File: src/design/lrca_pkg.sv
// shared types and constants of the led ring comet animator
// used by the top level, the scale unit and the checker; no dependencies
package lrca_pkg;

    localparam int LED_COUNT_DEF = 12;

    // configuration register indexes
    localparam logic [2:0] REG_INTERVAL   = 3'd0;
    localparam logic [2:0] REG_SPACING    = 3'd1;
    localparam logic [2:0] REG_RADIUS     = 3'd2;
    localparam logic [2:0] REG_BRIGHTNESS = 3'd3;
    localparam logic [2:0] REG_START_RED  = 3'd4;
    localparam logic [2:0] REG_START_GRN  = 3'd5;
    localparam logic [2:0] REG_START_BLU  = 3'd6;

    // reset values
    localparam logic [7:0]  RST_INTERVAL   = 8'd4;
    localparam logic [7:0]  RST_SPACING    = 8'd16;
    localparam logic [15:0] RST_RADIUS     = 16'd16;
    localparam logic [4:0]  RST_BRIGHTNESS = 5'd31;
    localparam logic [7:0]  RST_RED        = 8'd255;
    localparam logic [7:0]  RST_GREEN      = 8'd0;
    localparam logic [7:0]  RST_BLUE       = 8'd0;

    localparam logic [6:0] SAMPLE_FRAMES = 7'd100;
    localparam logic [7:0] SAMPLE_LEVEL  = 8'd8;

    // request to the shared multiply / divide unit
    typedef struct packed {
        logic        start;
        logic [7:0]  color;
        logic [15:0] weight;
    } t_scale_req;

endpackage

File: src/design/led_ring_comet_animator.sv
// channel   direction  handshake                  payload
// in        input      i_in_valid / o_in_ready    i_elapsed_ms, i_sample_arrived
// out       output     o_out_valid / i_out_ready  o_led_index .. o_last_pixel
// cfg       input      i_cfg_valid / o_cfg_ready  i_cfg_index, i_cfg_data
//
// an item that fires no frame leaves the sequencer in idle
// a ring frame runs every lit LED through the shared multiply / divide unit
// once for each of red, green and blue; dark LEDs skip the unit
// synchronous active-low reset; no clearing pass, ready right after reset
// a stalled output holds the sequencer; cfg writes are always taken
// depends on lrca_pkg and lrca_scale
module led_ring_comet_animator
    import lrca_pkg::*;
#(
    parameter int LED_COUNT = LED_COUNT_DEF
) (
    input  logic        i_clk,
    input  logic        i_rst_n,
    input  logic        i_in_valid,
    output logic        o_in_ready,
    input  logic [7:0]  i_elapsed_ms,
    input  logic        i_sample_arrived,
    output logic        o_out_valid,
    input  logic        i_out_ready,
    output logic [5:0]  o_led_index,
    output logic [7:0]  o_red,
    output logic [7:0]  o_green,
    output logic [7:0]  o_blue,
    output logic [4:0]  o_brightness,
    output logic        o_last_pixel,
    input  logic        i_cfg_valid,
    output logic        o_cfg_ready,
    input  logic [2:0]  i_cfg_index,
    input  logic [15:0] i_cfg_data
);

    localparam int LW = $clog2(LED_COUNT);
    localparam logic [LW-1:0] LAST_LED = LW'(LED_COUNT - 1);

    localparam logic [2:0] S_IDLE   = 3'd0;
    localparam logic [2:0] S_SAMPLE = 3'd1;
    localparam logic [2:0] S_DIST   = 3'd2;
    localparam logic [2:0] S_NEAR   = 3'd3;
    localparam logic [2:0] S_SCALE  = 3'd4;
    localparam logic [2:0] S_PUT    = 3'd5;
    localparam logic [2:0] S_ADV    = 3'd6;

    logic [2:0]    r_state;
    logic [7:0]    r_interval;
    logic [7:0]    r_spacing;
    logic [15:0]   r_radius;
    logic [4:0]    r_bright;
    logic [15:0]   r_ms;
    logic [6:0]    r_frames;
    logic [13:0]   r_point;
    logic [7:0]    r_col_r;
    logic [7:0]    r_col_g;
    logic [7:0]    r_col_b;
    logic [LW-1:0] r_led;
    logic [13:0]   r_pos;
    logic [13:0]   r_len;
    logic [13:0]   r_cw;
    logic [13:0]   r_ccw;
    logic          r_ccw_big;
    logic [15:0]   r_weight;
    logic [1:0]    r_comp;
    logic          r_issue;
    logic [7:0]    r_pix_r;
    logic [7:0]    r_pix_g;
    logic [7:0]    r_pix_b;
    logic          r_out_valid;
    logic [5:0]    r_out_led;
    logic [7:0]    r_out_r;
    logic [7:0]    r_out_g;
    logic [7:0]    r_out_b;
    logic [4:0]    r_out_bright;
    logic          r_out_last;

    logic          w_in_xfer;
    logic          w_out_free;
    logic [16:0]   w_sum;
    logic [15:0]   w_ms_sat;
    logic          w_fire;
    logic [6:0]    w_frames;
    logic [13:0]   w_cw;
    logic [15:0]   w_ccw_wrap;
    logic [13:0]   w_dist;
    logic          w_near;
    logic [14:0]   w_pt_inc;
    logic [13:0]   w_pt_next;
    logic          w_last;
    t_scale_req    w_req;
    logic          w_done;
    logic [7:0]    w_quot;

    assign o_in_ready  = (r_state == S_IDLE);
    assign o_cfg_ready = 1'b1;
    assign w_in_xfer   = i_in_valid && o_in_ready;
    assign w_out_free  = !r_out_valid || i_out_ready;
    assign w_last      = (r_led == LAST_LED);

    // timer add with saturation, sample reload ahead of the frame check
    assign w_sum    = {1'b0, r_ms} + {9'd0, i_elapsed_ms};
    assign w_ms_sat = w_sum[16] ? 16'hFFFF : w_sum[15:0];
    assign w_fire   = w_ms_sat > {8'd0, r_interval};
    assign w_frames = i_sample_arrived ? SAMPLE_FRAMES : r_frames;

    // ring distances; counter-clockwise can go negative when the point lies past the ring
    assign w_cw = (r_point >= r_pos) ? 14'(r_point - r_pos)
                                     : 14'({1'b0, r_len} - {1'b0, r_pos} + {1'b0, r_point});
    assign w_ccw_wrap = {2'b00, r_len} + {2'b00, r_pos} - {2'b00, r_point};

    assign w_dist = (r_ccw_big || (r_cw <= r_ccw)) ? r_cw : r_ccw;
    assign w_near = (r_radius != 16'd0) && ({2'b00, w_dist} <= r_radius);

    assign w_pt_inc  = {1'b0, r_point} + 15'd1;
    assign w_pt_next = (w_pt_inc >= {1'b0, r_len}) ? 14'd0 : w_pt_inc[13:0];

    always_comb begin
        w_req.start  = r_issue;
        w_req.weight = r_weight;
        case (r_comp)
            2'd0:    w_req.color = r_col_r;
            2'd1:    w_req.color = r_col_g;
            default: w_req.color = r_col_b;
        endcase
    end

    lrca_scale u_scale (
        .i_clk    (i_clk),
        .i_rst_n  (i_rst_n),
        .i_req    (w_req),
        .i_radius (r_radius),
        .o_done   (w_done),
        .o_quot   (w_quot)
    );

    always_ff @(posedge i_clk) begin
        if (!i_rst_n) begin
            r_state     <= S_IDLE;
            r_interval  <= RST_INTERVAL;
            r_spacing   <= RST_SPACING;
            r_radius    <= RST_RADIUS;
            r_bright    <= RST_BRIGHTNESS;
            r_ms        <= 16'd0;
            r_frames    <= 7'd0;
            r_point     <= 14'd0;
            r_col_r     <= RST_RED;
            r_col_g     <= RST_GREEN;
            r_col_b     <= RST_BLUE;
            r_issue     <= 1'b0;
            r_comp      <= 2'd0;
            r_led       <= '0;
            r_out_valid <= 1'b0;
        end else begin
            r_issue <= 1'b0;
            if (r_out_valid && i_out_ready) begin
                r_out_valid <= 1'b0;
            end

            case (r_state)
                S_IDLE: begin
                    if (w_in_xfer) begin
                        r_led <= '0;
                        r_pos <= 14'd0;
                        r_len <= 14'(LED_COUNT * r_spacing);
                        if (w_fire) begin
                            r_ms <= 16'd0;
                            if (w_frames != 7'd0) begin
                                r_frames <= w_frames - 7'd1;
                                r_state  <= S_SAMPLE;
                            end else begin
                                r_frames <= w_frames;
                                r_state  <= S_DIST;
                            end
                        end else begin
                            r_ms     <= w_ms_sat;
                            r_frames <= w_frames;
                        end
                    end
                end
                S_SAMPLE: begin
                    if (w_out_free) begin
                        r_out_valid  <= 1'b1;
                        r_out_led    <= 6'(r_led);
                        r_out_r      <= SAMPLE_LEVEL;
                        r_out_g      <= SAMPLE_LEVEL;
                        r_out_b      <= SAMPLE_LEVEL;
                        r_out_bright <= r_bright;
                        r_out_last   <= w_last;
                        if (w_last) begin
                            r_state <= S_IDLE;
                        end else begin
                            r_led <= r_led + LW'(1);
                        end
                    end
                end
                S_DIST: begin
                    r_cw      <= w_cw;
                    r_ccw     <= (r_pos >= r_point) ? 14'(r_pos - r_point) : w_ccw_wrap[13:0];
                    r_ccw_big <= (r_pos < r_point) && w_ccw_wrap[15];
                    r_state   <= S_NEAR;
                end
                S_NEAR: begin
                    r_weight <= r_radius - {2'b00, w_dist};
                    if (w_near) begin
                        r_comp  <= 2'd0;
                        r_issue <= 1'b1;
                        r_state <= S_SCALE;
                    end else begin
                        r_pix_r <= 8'd0;
                        r_pix_g <= 8'd0;
                        r_pix_b <= 8'd0;
                        r_state <= S_PUT;
                    end
                end
                S_SCALE: begin
                    if (w_done) begin
                        case (r_comp)
                            2'd0:    r_pix_r <= w_quot;
                            2'd1:    r_pix_g <= w_quot;
                            default: r_pix_b <= w_quot;
                        endcase
                        if (r_comp == 2'd2) begin
                            r_state <= S_PUT;
                        end else begin
                            r_comp  <= r_comp + 2'd1;
                            r_issue <= 1'b1;
                        end
                    end
                end
                S_PUT: begin
                    if (w_out_free) begin
                        r_out_valid  <= 1'b1;
                        r_out_led    <= 6'(r_led);
                        r_out_r      <= r_pix_r;
                        r_out_g      <= r_pix_g;
                        r_out_b      <= r_pix_b;
                        r_out_bright <= r_bright;
                        r_out_last   <= w_last;
                        if (w_last) begin
                            r_state <= S_ADV;
                        end else begin
                            r_led   <= r_led + LW'(1);
                            r_pos   <= r_pos + {6'd0, r_spacing};
                            r_state <= S_DIST;
                        end
                    end
                end
                S_ADV: begin
                    r_point <= w_pt_next;
                    // color walks r to g to b to r on every wrap; all zero stays put
                    if (w_pt_next == 14'd0) begin
                        if ((r_col_r != 8'd0) && (r_col_b == 8'd0)) begin
                            r_col_r <= r_col_r - 8'd1;
                            r_col_g <= r_col_g + 8'd1;
                        end else if (r_col_g != 8'd0) begin
                            r_col_g <= r_col_g - 8'd1;
                            r_col_b <= r_col_b + 8'd1;
                        end else if (r_col_b != 8'd0) begin
                            r_col_b <= r_col_b - 8'd1;
                            r_col_r <= r_col_r + 8'd1;
                        end
                    end
                    r_state <= S_IDLE;
                end
                default: begin
                    r_state <= S_IDLE;
                end
            endcase

            if (i_cfg_valid) begin
                case (i_cfg_index)
                    REG_INTERVAL:   r_interval <= i_cfg_data[7:0];
                    REG_SPACING:    r_spacing  <= i_cfg_data[7:0];
                    REG_RADIUS:     r_radius   <= i_cfg_data;
                    REG_BRIGHTNESS: r_bright   <= i_cfg_data[4:0];
                    REG_START_RED:  r_col_r    <= i_cfg_data[7:0];
                    REG_START_GRN:  r_col_g    <= i_cfg_data[7:0];
                    REG_START_BLU:  r_col_b    <= i_cfg_data[7:0];
                    default: begin
                    end
                endcase
            end
        end
    end

    assign o_out_valid  = r_out_valid;
    assign o_led_index  = r_out_led;
    assign o_red        = r_out_r;
    assign o_green      = r_out_g;
    assign o_blue       = r_out_b;
    assign o_brightness = r_out_bright;
    assign o_last_pixel = r_out_last;

endmodule

File: src/design/lrca_scale.sv
// shared scale unit: quotient of color * weight / radius, weight <= radius
// a registered multiply, a load step, then eight restoring divide steps
// depends on lrca_pkg
module lrca_scale
    import lrca_pkg::*;
(
    input  logic        i_clk,
    input  logic        i_rst_n,
    input  t_scale_req  i_req,
    input  logic [15:0] i_radius,
    output logic        o_done,
    output logic [7:0]  o_quot
);

    logic [23:0] r_prod;
    logic [15:0] r_rem;
    logic [7:0]  r_quo;
    logic [3:0]  r_cnt;
    logic        r_load;
    logic        r_busy;
    logic        r_done;

    logic [16:0] w_trial;
    logic        w_ge;

    // product < 256 * radius, so the quotient fits 8 bits and the top 16 bits start below radius
    assign w_trial = {r_rem, r_quo[7]};
    assign w_ge    = w_trial >= {1'b0, i_radius};

    always_ff @(posedge i_clk) begin
        if (!i_rst_n) begin
            r_load <= 1'b0;
            r_busy <= 1'b0;
            r_done <= 1'b0;
            r_cnt  <= 4'd0;
        end else begin
            r_done <= 1'b0;
            r_load <= 1'b0;
            if (i_req.start) begin
                r_prod <= {16'd0, i_req.color} * {8'd0, i_req.weight};
                r_load <= 1'b1;
            end
            if (r_load) begin
                r_rem  <= r_prod[23:8];
                r_quo  <= r_prod[7:0];
                r_cnt  <= 4'd8;
                r_busy <= 1'b1;
            end else if (r_busy) begin
                r_rem <= w_ge ? 16'(w_trial - {1'b0, i_radius}) : w_trial[15:0];
                r_quo <= {r_quo[6:0], w_ge};
                r_cnt <= r_cnt - 4'd1;
                if (r_cnt == 4'd1) begin
                    r_busy <= 1'b0;
                    r_done <= 1'b1;
                end
            end
        end
    end

    assign o_done = r_done;
    assign o_quot = r_quo;

endmodule

File: config.mk
export PLATFORM = sky130hd
export DESIGN_NAME = led_ring_comet_animator
export DESIGN_NICKNAME = d
export VERILOG_FILES = /design/src/design/lrca_pkg.sv /design/src/design/led_ring_comet_animator.sv /design/src/design/lrca_scale.sv
export SDC_FILE = /design/constraint.sdc
export NUM_CORES = 1
export LEC_CHECK = 0
export BUFFER_PORTS_ARGS = -buffer_cell sky130_fd_sc_hd__buf_2
export CAP_MARGIN = 0
export CORE_MARGIN = 4
export CORE_UTILIZATION = 45
export CTS_CLUSTER_DIAMETER = 40
export CTS_CLUSTER_SIZE = 20
export DETAILED_ROUTE_END_ITERATION = 10
export PLACE_DENSITY = 0.62
export RECOVER_POWER = 50
export SLEW_MARGIN = 20
export SYNTH_ARGS = -nofsm -noshare
export SYNTH_HDL_FRONTEND = slang
export SYNTH_SLANG_ARGS = --single-unit
File: constraint.sdc
create_clock -name i_clk -period 14 [get_ports i_clk]
set_input_delay 2.8 -clock i_clk [delete_from_list [all_inputs] [get_ports i_clk]]
set_output_delay 2.8 -clock i_clk [all_outputs]
set_load 0.02 [all_outputs]
; ---- Word level (Yosys, flattened, before mapping)
; Index checks and enable logic that the tools add are counted.
[totals]
regBits = 291
latchBits = 0
mem_bits_rw = 0
romBits = 0
inputBits = 33
elab_cells = 238
memories = 0
[classes]
n_addsub = 21
n_mul = 2
div_mod_pow = 0
n_lt_le_gt_ge = 8
n_eq_ne = 32
shifts = 0
n_mux = 89
bitwise = 2
reduce_logical = 46
[op_table]
columns = op, n
row1 = 2-to-1 mux 8 bit, 33
row2 = one-hot mux 8 bit (2 select lines), 7
row3 = 2-to-1 mux 14 bit, 7
row4 = 2-to-1 mux 16 bit, 5
row5 = >= comparator 14 bit, 2
row6 = one-hot mux 14 bit (2 select lines), 1
row7 = subtractor 14 bit, 2
row8 = "adder 8 x 1 -> 8 bit, second input constant", 3
row9 = multiplier 8 x 16 -> 24 bit, 1
row10 = 2-to-1 mux 3 bit, 8
row11 = nonzero test 8 bit, 3
row12 = "subtractor 8 x 1 -> 8 bit, second input constant", 3
row13 = 2-to-1 mux 7 bit, 3
row14 = 2-to-1 mux 4 bit, 5
row15 = "!= test 2 bit, second input constant", 10
row16 = AND reduction 5 bit, 4
row17 = "== test 3 bit, second input constant", 6
row18 = one-hot mux 3 bit (6 select lines), 1
row19 = AND reduction 2 bit, 9
row20 = adder 16 x 8 -> 17 bit, 1
row21 = >= comparator 17 x 16 -> 1 bit, 1
row22 = greater-than comparator 16 x 8 -> 1 bit, 1
row23 = <= comparator 14 x 16 -> 1 bit, 1
row24 = nonzero test 16 bit, 1
row25 = 43 further kinds, 82

; ---- Longest topological paths before layout
; Gate-level depths: netlist (run 1).
[depth]
depth_word = 8
mapped_depth = 25

; ---- Modules after synthesis
; A second synthesis (run 1) with hierarchy kept.
[unflattened]
cells_unflattened = 2425
hier_area_um2 = 22693.0
[modules_own_cells]
columns = module, instances, cells_per_inst, area_each_um2, seq_area_each_um2
row1 = led_ring_comet_animator, 1, 1742, 15731.3, 5965.7
row2 = lrca_scale, 1, 683, 6961.7, 1581.5

; ---- Worst setup path before layout (run 1)
; Ideal clock, no wire load.
[synth_timing]
path_kind = in2reg
startpoint = input port i_rst_n
endpoint = register r_ccw[10], enable pin
setup_time_ps = 483
arrival_ps = 5963
required_time_ps = 13517
setup_slack_ps = 7554
path_stages = 4
path_buffers = 2
cell_sequence = inv_1 clkbuf_1 buf_1 nor4_1
[synth_via]
elab_chain_cells = 1
[synth_rtl]
columns = element, line
row1 = "start, declared", led_ring_comet_animator.sv:18  ; input logic i_rst_n,
row2 = AND reduction 2 bit (no line), -
row3 = "end signal, assigned", led_ring_comet_animator.sv:200  ; r_ccw <= (r_pos >= r_point) ? 14'(r_pos - r_point) : w_ccw_wrap[13:0];
row4 = "end, declared", led_ring_comet_animator.sv:63  ; logic [13:0] r_ccw;
; Every way passes these cells.
; A chain may end at the register's enable or synchronous reset.

; ---- Worst setup path after layout (run 1)
[layout_timing]
startpoint = register r_comp[0]
endpoint = register u_scale.r_prod[23], data pin
[layout_via]
elab_chain_cells = 3
word_cells_on_any_way = 4
[layout_rtl]
columns = element, line
row1 = "start, declared", led_ring_comet_animator.sv:66  ; logic [1:0] r_comp;
row2 = "start signal, assigned", led_ring_comet_animator.sv:227  ; r_comp <= r_comp + 2'd1;
row3 = == test 2 x 1 -> 1 bit or zero test 2 bit (tied branches), led_ring_comet_animator.sv:122  ; case (r_comp)
row4 = one-hot mux 8 bit (2 select lines) *, led_ring_comet_animator.sv:122
row5 = multiplier 8 x 16 -> 24 bit *, lrca_scale.sv:40  ; r_prod <= {16'd0, i_req.color} * {8'd0, i_req.weight};
row6 = "end signal, assigned", lrca_scale.sv:40
row7 = "end, declared", lrca_scale.sv:15  ; logic [23:0] r_prod;
; Mark *: on every way between the ends. The rest lies on a longest branch, timed or not.

==> impl_metrics.yaml, run 1 <==
die:
  rows: 82
  io_pins: 72
  design.die.area_um2: 54100
  die_y_um: 233
  die_w_um: 233
  initial_utilization_pct: 45.4
  core_area_um2: 50000
sta:
  tns_ps: 0
  fmax_mhz: 149
  slew_viol_final: 66
  slew_headroom_pct: -38.4
  setup_ws_ps: 7290
  finalHoldViolCount: 0
  period_minus_slack_ps: 6710
  whs_ps: 445
  finClkSkew_ps: 30.1
  worstMarginPinSlew_ps: 2080
  setup_viol: 0
  period_share_pct: 47.9
  rsz0062_at_grt: "false"
worst_hold_path:
  hp-start: "r_bright[2]"
  hold_path_class: "register to register"
  hold_depth: 0
  holdPathEnd: "o_brightness[2]"
critical_path:
  startpoint_type: "register"
  crit_fanout: 16
  r2r-end: "u_scale.r_prod[23]"
  reg2reg_slack_ps: 7290
  crit_path_top_delay_cell: "fa_1"
  crit_chain: "inv_1 > ha_1 > nor2_1 > nand2_1 > nand2_1 > and2_1 > fa_1 > fa_1 > fa_1 > inv_1 > fa_1 > inv_1 > ha_1 > a21o_1 > a21o_1 > a2111oi_0 > a32o_1 > o211ai_1 > a31o_2 > a21oi_1 > xnor2_1"
  worstRegToRegCells: 21
  cp.arrival_ps: 7030
  r2r_start: "r_comp[0]"
  critPathMaxStageDelay_ps: 550
  path_common_cell: "fa_1"
  critPathKind: "register to register"
  worstSetupEndpointType: "register"
  worstPathRequired_ps: 14320
place:
  pre_cts_ws_ps: 6800
  dp_cells: 3094
  dpl-instance-area_um2: 23700
  dp_hpwl_mm: 44.0
  port-buffer-count: 68
  finalWeightedCongestion: 0.906
drt:
  wl_mm: 57.7
  first_iter_violations: 1308
  vias: 17600
  wire_per_inst_um: 18.1
  dr.pass1.iters: 5
  detail-route-antenna-nets: 0
  avgViaCountPerCell: 5.54
  drcViolationCount: 0
clock_network:
  insertion_delay_ps: 590
  cts_tree: "built"
  htree_levels: 2
  cts.sinks: 290
  holdBufCountCts: 0
  clkTransAtPathRegs_ps: 60
  cts_buffers: 47
  cts_setup_buffers: 0
  ctsResizeCount: 0
  cts-root-buf: "clkbuf_16"
  cts.path.max_buffers: 3
final_layout:
  diodes: 0
  fin_util_pct: 50.4
  final_cell_count_no_fill: 3182
  drive_gt1_share_pct: 6.93
  nFillCells: 4683
  stdcell_area_um2: 25200
  area_delta_synth_final_pct: 11.0
  fin_nets: 2816
  multiInputGateArea_um2: 13900
  ff_latch_area_um2: 7550
synth:
  ys_ff_latch: 290
  synth_edf_count: 174
  async_flop_share_pct: 0
  ys_types: 78
  synth_ff_type: "edfxtp_1"
  syn_area_um2: 22700
  syn_inst: 2421
  yosysSeqAreaShare_pct: 33.3
  avgSynthCellArea_um2: 9.37
  ys_warn_count: 0
pwr:
  comb_power_share_pct: 29.5
  power_frac_seq_pct: 33.1
  p_int_mw: 2.06
  ir_drop_mv: 0.104
  power.switching_mw: 1.04
  total_power_mw: 3.11
  p_leak_nw: 10.4
  swShare_pct: 33.6
  p_clk_share_pct: 37.4
  powerDensity_nw_per_um2: 123
global_routing:
  overflow: 0
  grt_max_degree: 41
  track_usage_pct: 21.4
  grt.met2_usage_pct: 35.4
  antenna_found_initial: 0
  grt_pass1_vias: 17900
  top_usage_layer: "met2"
  gr-usage-met3_pct: 2.52
  grt_pass1_wl_mm: 94.0
  gr-usage-met1_pct: 29.2
run:
  cap_violations: 2
outcome:
  violations: "capacitance limit, slew limit"
  status: "complete, but fails checks"
[power groups by stage]
stage | clock network (mW) | logic (mW) | registers [mW]
final | 1.16 | 0.916 | 1.03
after global routing | 1.23 | 1.03 | 1.03
after CTS | 1.18 | 0.918 | 1.03
after detailed placement | 0 | 0.907 | 1.04
after global placement | 0 | 0.893 | 1.04
after floorplan | 0 | 0.682 | 1.04
[cells by family (layout without fill, tap and decap cells)]
| group | count (synthesis) | count (layout) | synth area share [%] |
|---|---|---|---|
| AO/OA/AOI/OAI | 493 | 493 | 14.1 |
| flip-flops | 290 | 290 | 33.3 |
| XOR/XNOR | 131 | 131 | 5.06 |
| other | 2 | 3 | 0.0331 |
| buffers and inverters | 330 | 418 | 5.67 |
| adder cells (fa/ha/maj) | 312 | 312 | 21.0 |
| AND/OR/NAND/NOR | 796 | 796 | 17.8 |
| multiplexers | 67 | 67 | 3.07 |
[cells in the mapped netlist (6+ instances only)]
library cell | n | area (µm²)
and3_1 | 44 | 275
o21bai_1 | 15 | 113
and4_1 | 6 | 52.6
buf_2 | 8 | 40.0
a22oi_1 | 12 | 90.1
o21a_1 | 22 | 165
o41ai_1 | 6 | 52.6
nand3_1 | 40 | 200
a31oi_1 | 20 | 125
or4_1 | 7 | 52.6
dfxtp_1 | 116 | 2320
nor4_1 | 24 | 150
a21o_1 | 40 | 300
mux2_2 | 20 | 225
xnor2_1 | 80 | 701
or2_2 | 12 | 75.1
nor2_1 | 149 | 559
edfxtp_1 | 174 | 5230
and2_1 | 135 | 845
xor2_1 | 51 | 447
buf_1 | 6 | 22.5
clkbuf_1 | 59 | 221
a21oi_1 | 154 | 771
a22o_1 | 10 | 87.6
a211oi_1 | 16 | 120
inv_1 | 248 | 931
buf_4 | 7 | 52.6
or3_1 | 18 | 113
a211o_1 | 11 | 96.3
nand4_1 | 24 | 150
fa_1 | 115 | 2300
nand2b_1 | 21 | 131
o31ai_1 | 13 | 97.6
nand2_1 | 214 | 803
nand3b_1 | 10 | 75.1
o21ai_0 | 90 | 450
nor2b_1 | 29 | 181
ha_1 | 197 | 2460
nor3_1 | 47 | 235
mux2i_1 | 47 | 470
o211ai_1 | 18 | 135
[sequential cells by signal (all words and copies together), names as in the netlist, 10 cells and up]
register / cells
r_ccw: 13
r_cw: 14
r_len: 10
r_ms: 16
r_point: 14
r_pos: 14
r_radius: 16
r_weight: 16
u_scale.r_prod: 24
u_scale.r_rem: 16
[layer usage]
| metal | routed length (µm) | part of all wire, % |
|---|---|---|
| met3 | 2000 | 3.5 |
| met4 | 1870 | 3.2 |
| met5 | 0 | 0 |
| met1 | 26900 | 47 |
| met2 | 27000 | 47 |
[layout make-up]
type                    count  area share (%)
inverters                 248            3.69
repair buffers             82            1.52
well taps                 672            3.34
clock inverters            32            1.38
flip-flops and latches    290            30.0
multi-input cells        1802            55.1
clock buffers              56            4.97
[critical path, delay by kind of cell (launching register included)]
family | cells | cell delay (ps)
fa+ha+maj | 6 | 2720
compound gates | 7 | 1740
simple gates | 4 | 1320
flops | 1 | 380
buf+inv | 3 | 180
xor+xnor | 1 | 90
[cell usage in the layout (no fill, tap or decap), drive strengths merged, types with 51 or more instances in the layout]
cell,count
dfxtp,116
xor2,51
nor2,149
nand2,215
a21oi,154
and2,135
fa,115
xnor2,80
edfxtp,174
inv,261
o21ai,91
ha,197
clkbuf,93
[worst max path at each step]
stage | endpoint | cells after the start | from
after floorplan | r_ccw[10] | 4 | i_rst_n
after global routing | u_scale.r_prod[23] | 21 | r_comp[0]
final | u_scale.r_prod[23] | 21 | r_comp[0]
after detailed placement | r_frames[4] | 18 | i_elapsed_ms[0]
after global placement | r_frames[4] | 18 | i_elapsed_ms[0]
after CTS | u_scale.r_prod[23] | 21 | r_comp[0]
No activity file was read; power rests on OpenSTA's default activity.
==> run 2: changes to the inputs <==
==> constraint.sdc (replaced) <==
create_clock -name i_clk -period 6.2 [get_ports i_clk]
set_input_delay 1.24 -clock i_clk [delete_from_list [all_inputs] [get_ports i_clk]]
set_output_delay 1.24 -clock i_clk [all_outputs]
set_load 0.02 [all_outputs]
==> run 2 against run 1 <==
The run still ends with capacitance limit, slew limit left. Clock power increased by 130%. Via count is 1.2% higher. Register-to-register slack got worse by 7000 ps.
==> impl_metrics.yaml, run 2 (synthesis gave the netlist of run 1 again) <==
outcome:
  status: "complete, but fails checks"
  violations: "capacitance limit, slew limit"
clock_network:
  cts.path.max_buffers: 3
  holdBufCountCts: 0
  clkTransAtPathRegs_ps: 60
  cts-root-buf: "clkbuf_16"
  insertion_delay_ps: 590
  cts_tree: "built"
  cts.sinks: 290
  cts_buffers: 47
  htree_levels: 2
drt:
  detail-route-antenna-nets: 0
  first_iter_violations: 1157
  drcViolationCount: 0
  wl_mm: 58.5
  wire_per_inst_um: 18.3
  vias: 17800
  avgViaCountPerCell: 5.58
  dr.pass1.iters: 5
global_routing:
  grt_pass1_wl_mm: 94.7
  grt_pass1_vias: 18100
  grt_max_degree: 48
  antenna_found_initial: 0
  overflow: 0
  track_usage_pct: 21.7
sta:
  finalHoldViolCount: 0
  finClkSkew_ps: 28.1
  whs_ps: 440
  rsz0062_at_grt: "false"
  setup_ws_ps: 319
  worstMarginPinSlew_ps: 2200
  period_minus_slack_ps: 5880
  slew_viol_final: 143
  fmax_mhz: 170
  slew_headroom_pct: -46.4
  setup_viol: 0
  period_share_pct: 94.9
pwr:
  p_leak_nw: 10.5
  ir_drop_mv: 0.218
  powerDensity_nw_per_um2: 280
die:
  rows: 82
  initial_utilization_pct: 45.4
  die_y_um: 233
  die_w_um: 233
  core_area_um2: 50000
  io_pins: 72
  design.die.area_um2: 54100
final_layout:
  area_delta_synth_final_pct: 11.9
  fin_nets: 2833
  nFillCells: 4667
  final_common_cell: "inv_1"
  regMostFlops: "u_scale.r_prod"
  drive_gt1_share_pct: 7.88
  largest_register_ffs: 24
  final_cell_mix: "inv_1, nand2_1, ha_1"
  diodes: 0
critical_path:
  critPathMaxStageDelay_ps: 520
  cp.arrival_ps: 6190
  crit_fanout: 9
  crit_path_top_delay_cell: "fa_1"
  cpLargestDelayFamily: "adder cells"
  path_common_cell: "fa_1"
  crit_chain: "inv_1 > ha_1 > buf_4 > a22oi_1 > nand2_2 > buf_4 > and2_1 > fa_1 > fa_1 > fa_1 > inv_1 > fa_1 > inv_1 > ha_1 > a21o_1 > a21o_1 > a2111oi_2 > a32o_2 > o211ai_1 > a31o_2 > a21oi_1 > xnor2_1"
  worstPathRequired_ps: 6510
  path_buf_inv: 5
  critPathKind: "register to register"
  startpoint_type: "register"
  worstSetupEndpointType: "register"
run:
  cap_violations: 4
worst_hold_path:
  hold_path_class: "register to register"
place:
  port-buffer-count: 68
  finalWeightedCongestion: 0.884
  pre_cts_ws_ps: -9.54
  dp_hpwl_mm: 45.9
## run 2: area by class of cell
type,instances,area (µm²),area share (%)
multi-input combinational,1802,13900,54.9
sequential,290,7550,29.7
clock buffer,50,1230,4.84
inverter,248,931,3.66
tap,672,841,3.31
timing repair buffer,99,503,1.98
clock inverter,36,412,1.62
## run 2: worst register-to-register path, cell delays in order, from the launching register on
cell,delay (ps)
dfxtp_2,360
inv_1,60
ha_1,240
buf_4,180
a22oi_1,230
nand2_2,170
buf_4,180
and2_1,160
fa_1,420
fa_1,500
fa_1,500
inv_1,60
fa_1,520
inv_1,40
ha_1,290
a21o_1,180
a21o_1,210
a2111oi_2,390
a32o_2,280
o211ai_1,120
a31o_2,260
a21oi_1,160
xnor2_1,80
## run 2: stage by stage
stage / cells / power [mW] / TNS (ps) / utilization (%) / cell area [µm²]
finish: 3197 / 7.11 / 0 / 50.8 / 25400
detailed placement: 3106 / 4.43 / -9.54 / 47.5 / 23700
CTS: 3192 / 7.13 / 0 / 50.8 / 25400
global placement: 3106 / 4.38 / 0 / 47.5 / 23700
floorplan: 2422 / 3.89 / 0 / - / 22700
global route: 3197 / 7.54 / 0 / 50.8 / 25400
## run 2: worst paths after layout
path | startpoint | end | slack [ps] | cells past startpoint
setup reg to reg | r_comp[0] | u_scale.r_prod[23] | 320 | 22
hold / removal | r_bright[0] | o_brightness[0] | 440 | 0
setup / recovery | r_comp[0] | u_scale.r_prod[23] | 320 | 22
hold reg to reg | r_bright[0] | o_brightness[0] | 440 | 0
## run 2: power breakdown
group / internal, mW / switching [mW]
registers: 2.23 / 0.0903
clock network: 1.65 / 1.04
logic: 0.848 / 1.26
## run 2: metal layers
layer	global-route usage (%)	part of all wire (%)
met5	0	0
met3	3.16	4.8
met4	7.47	3.3
met2	37.3	49
met1	28.0	43
## run 2: repair_timing
| action | CTS | global route |
|---|---|---|
| resized for setup | 1 | 15 |
| pin swaps | 0 | 5 |
| setup endpoints to repair | 1 | 5 |
| setup buffers | 0 | 5 |
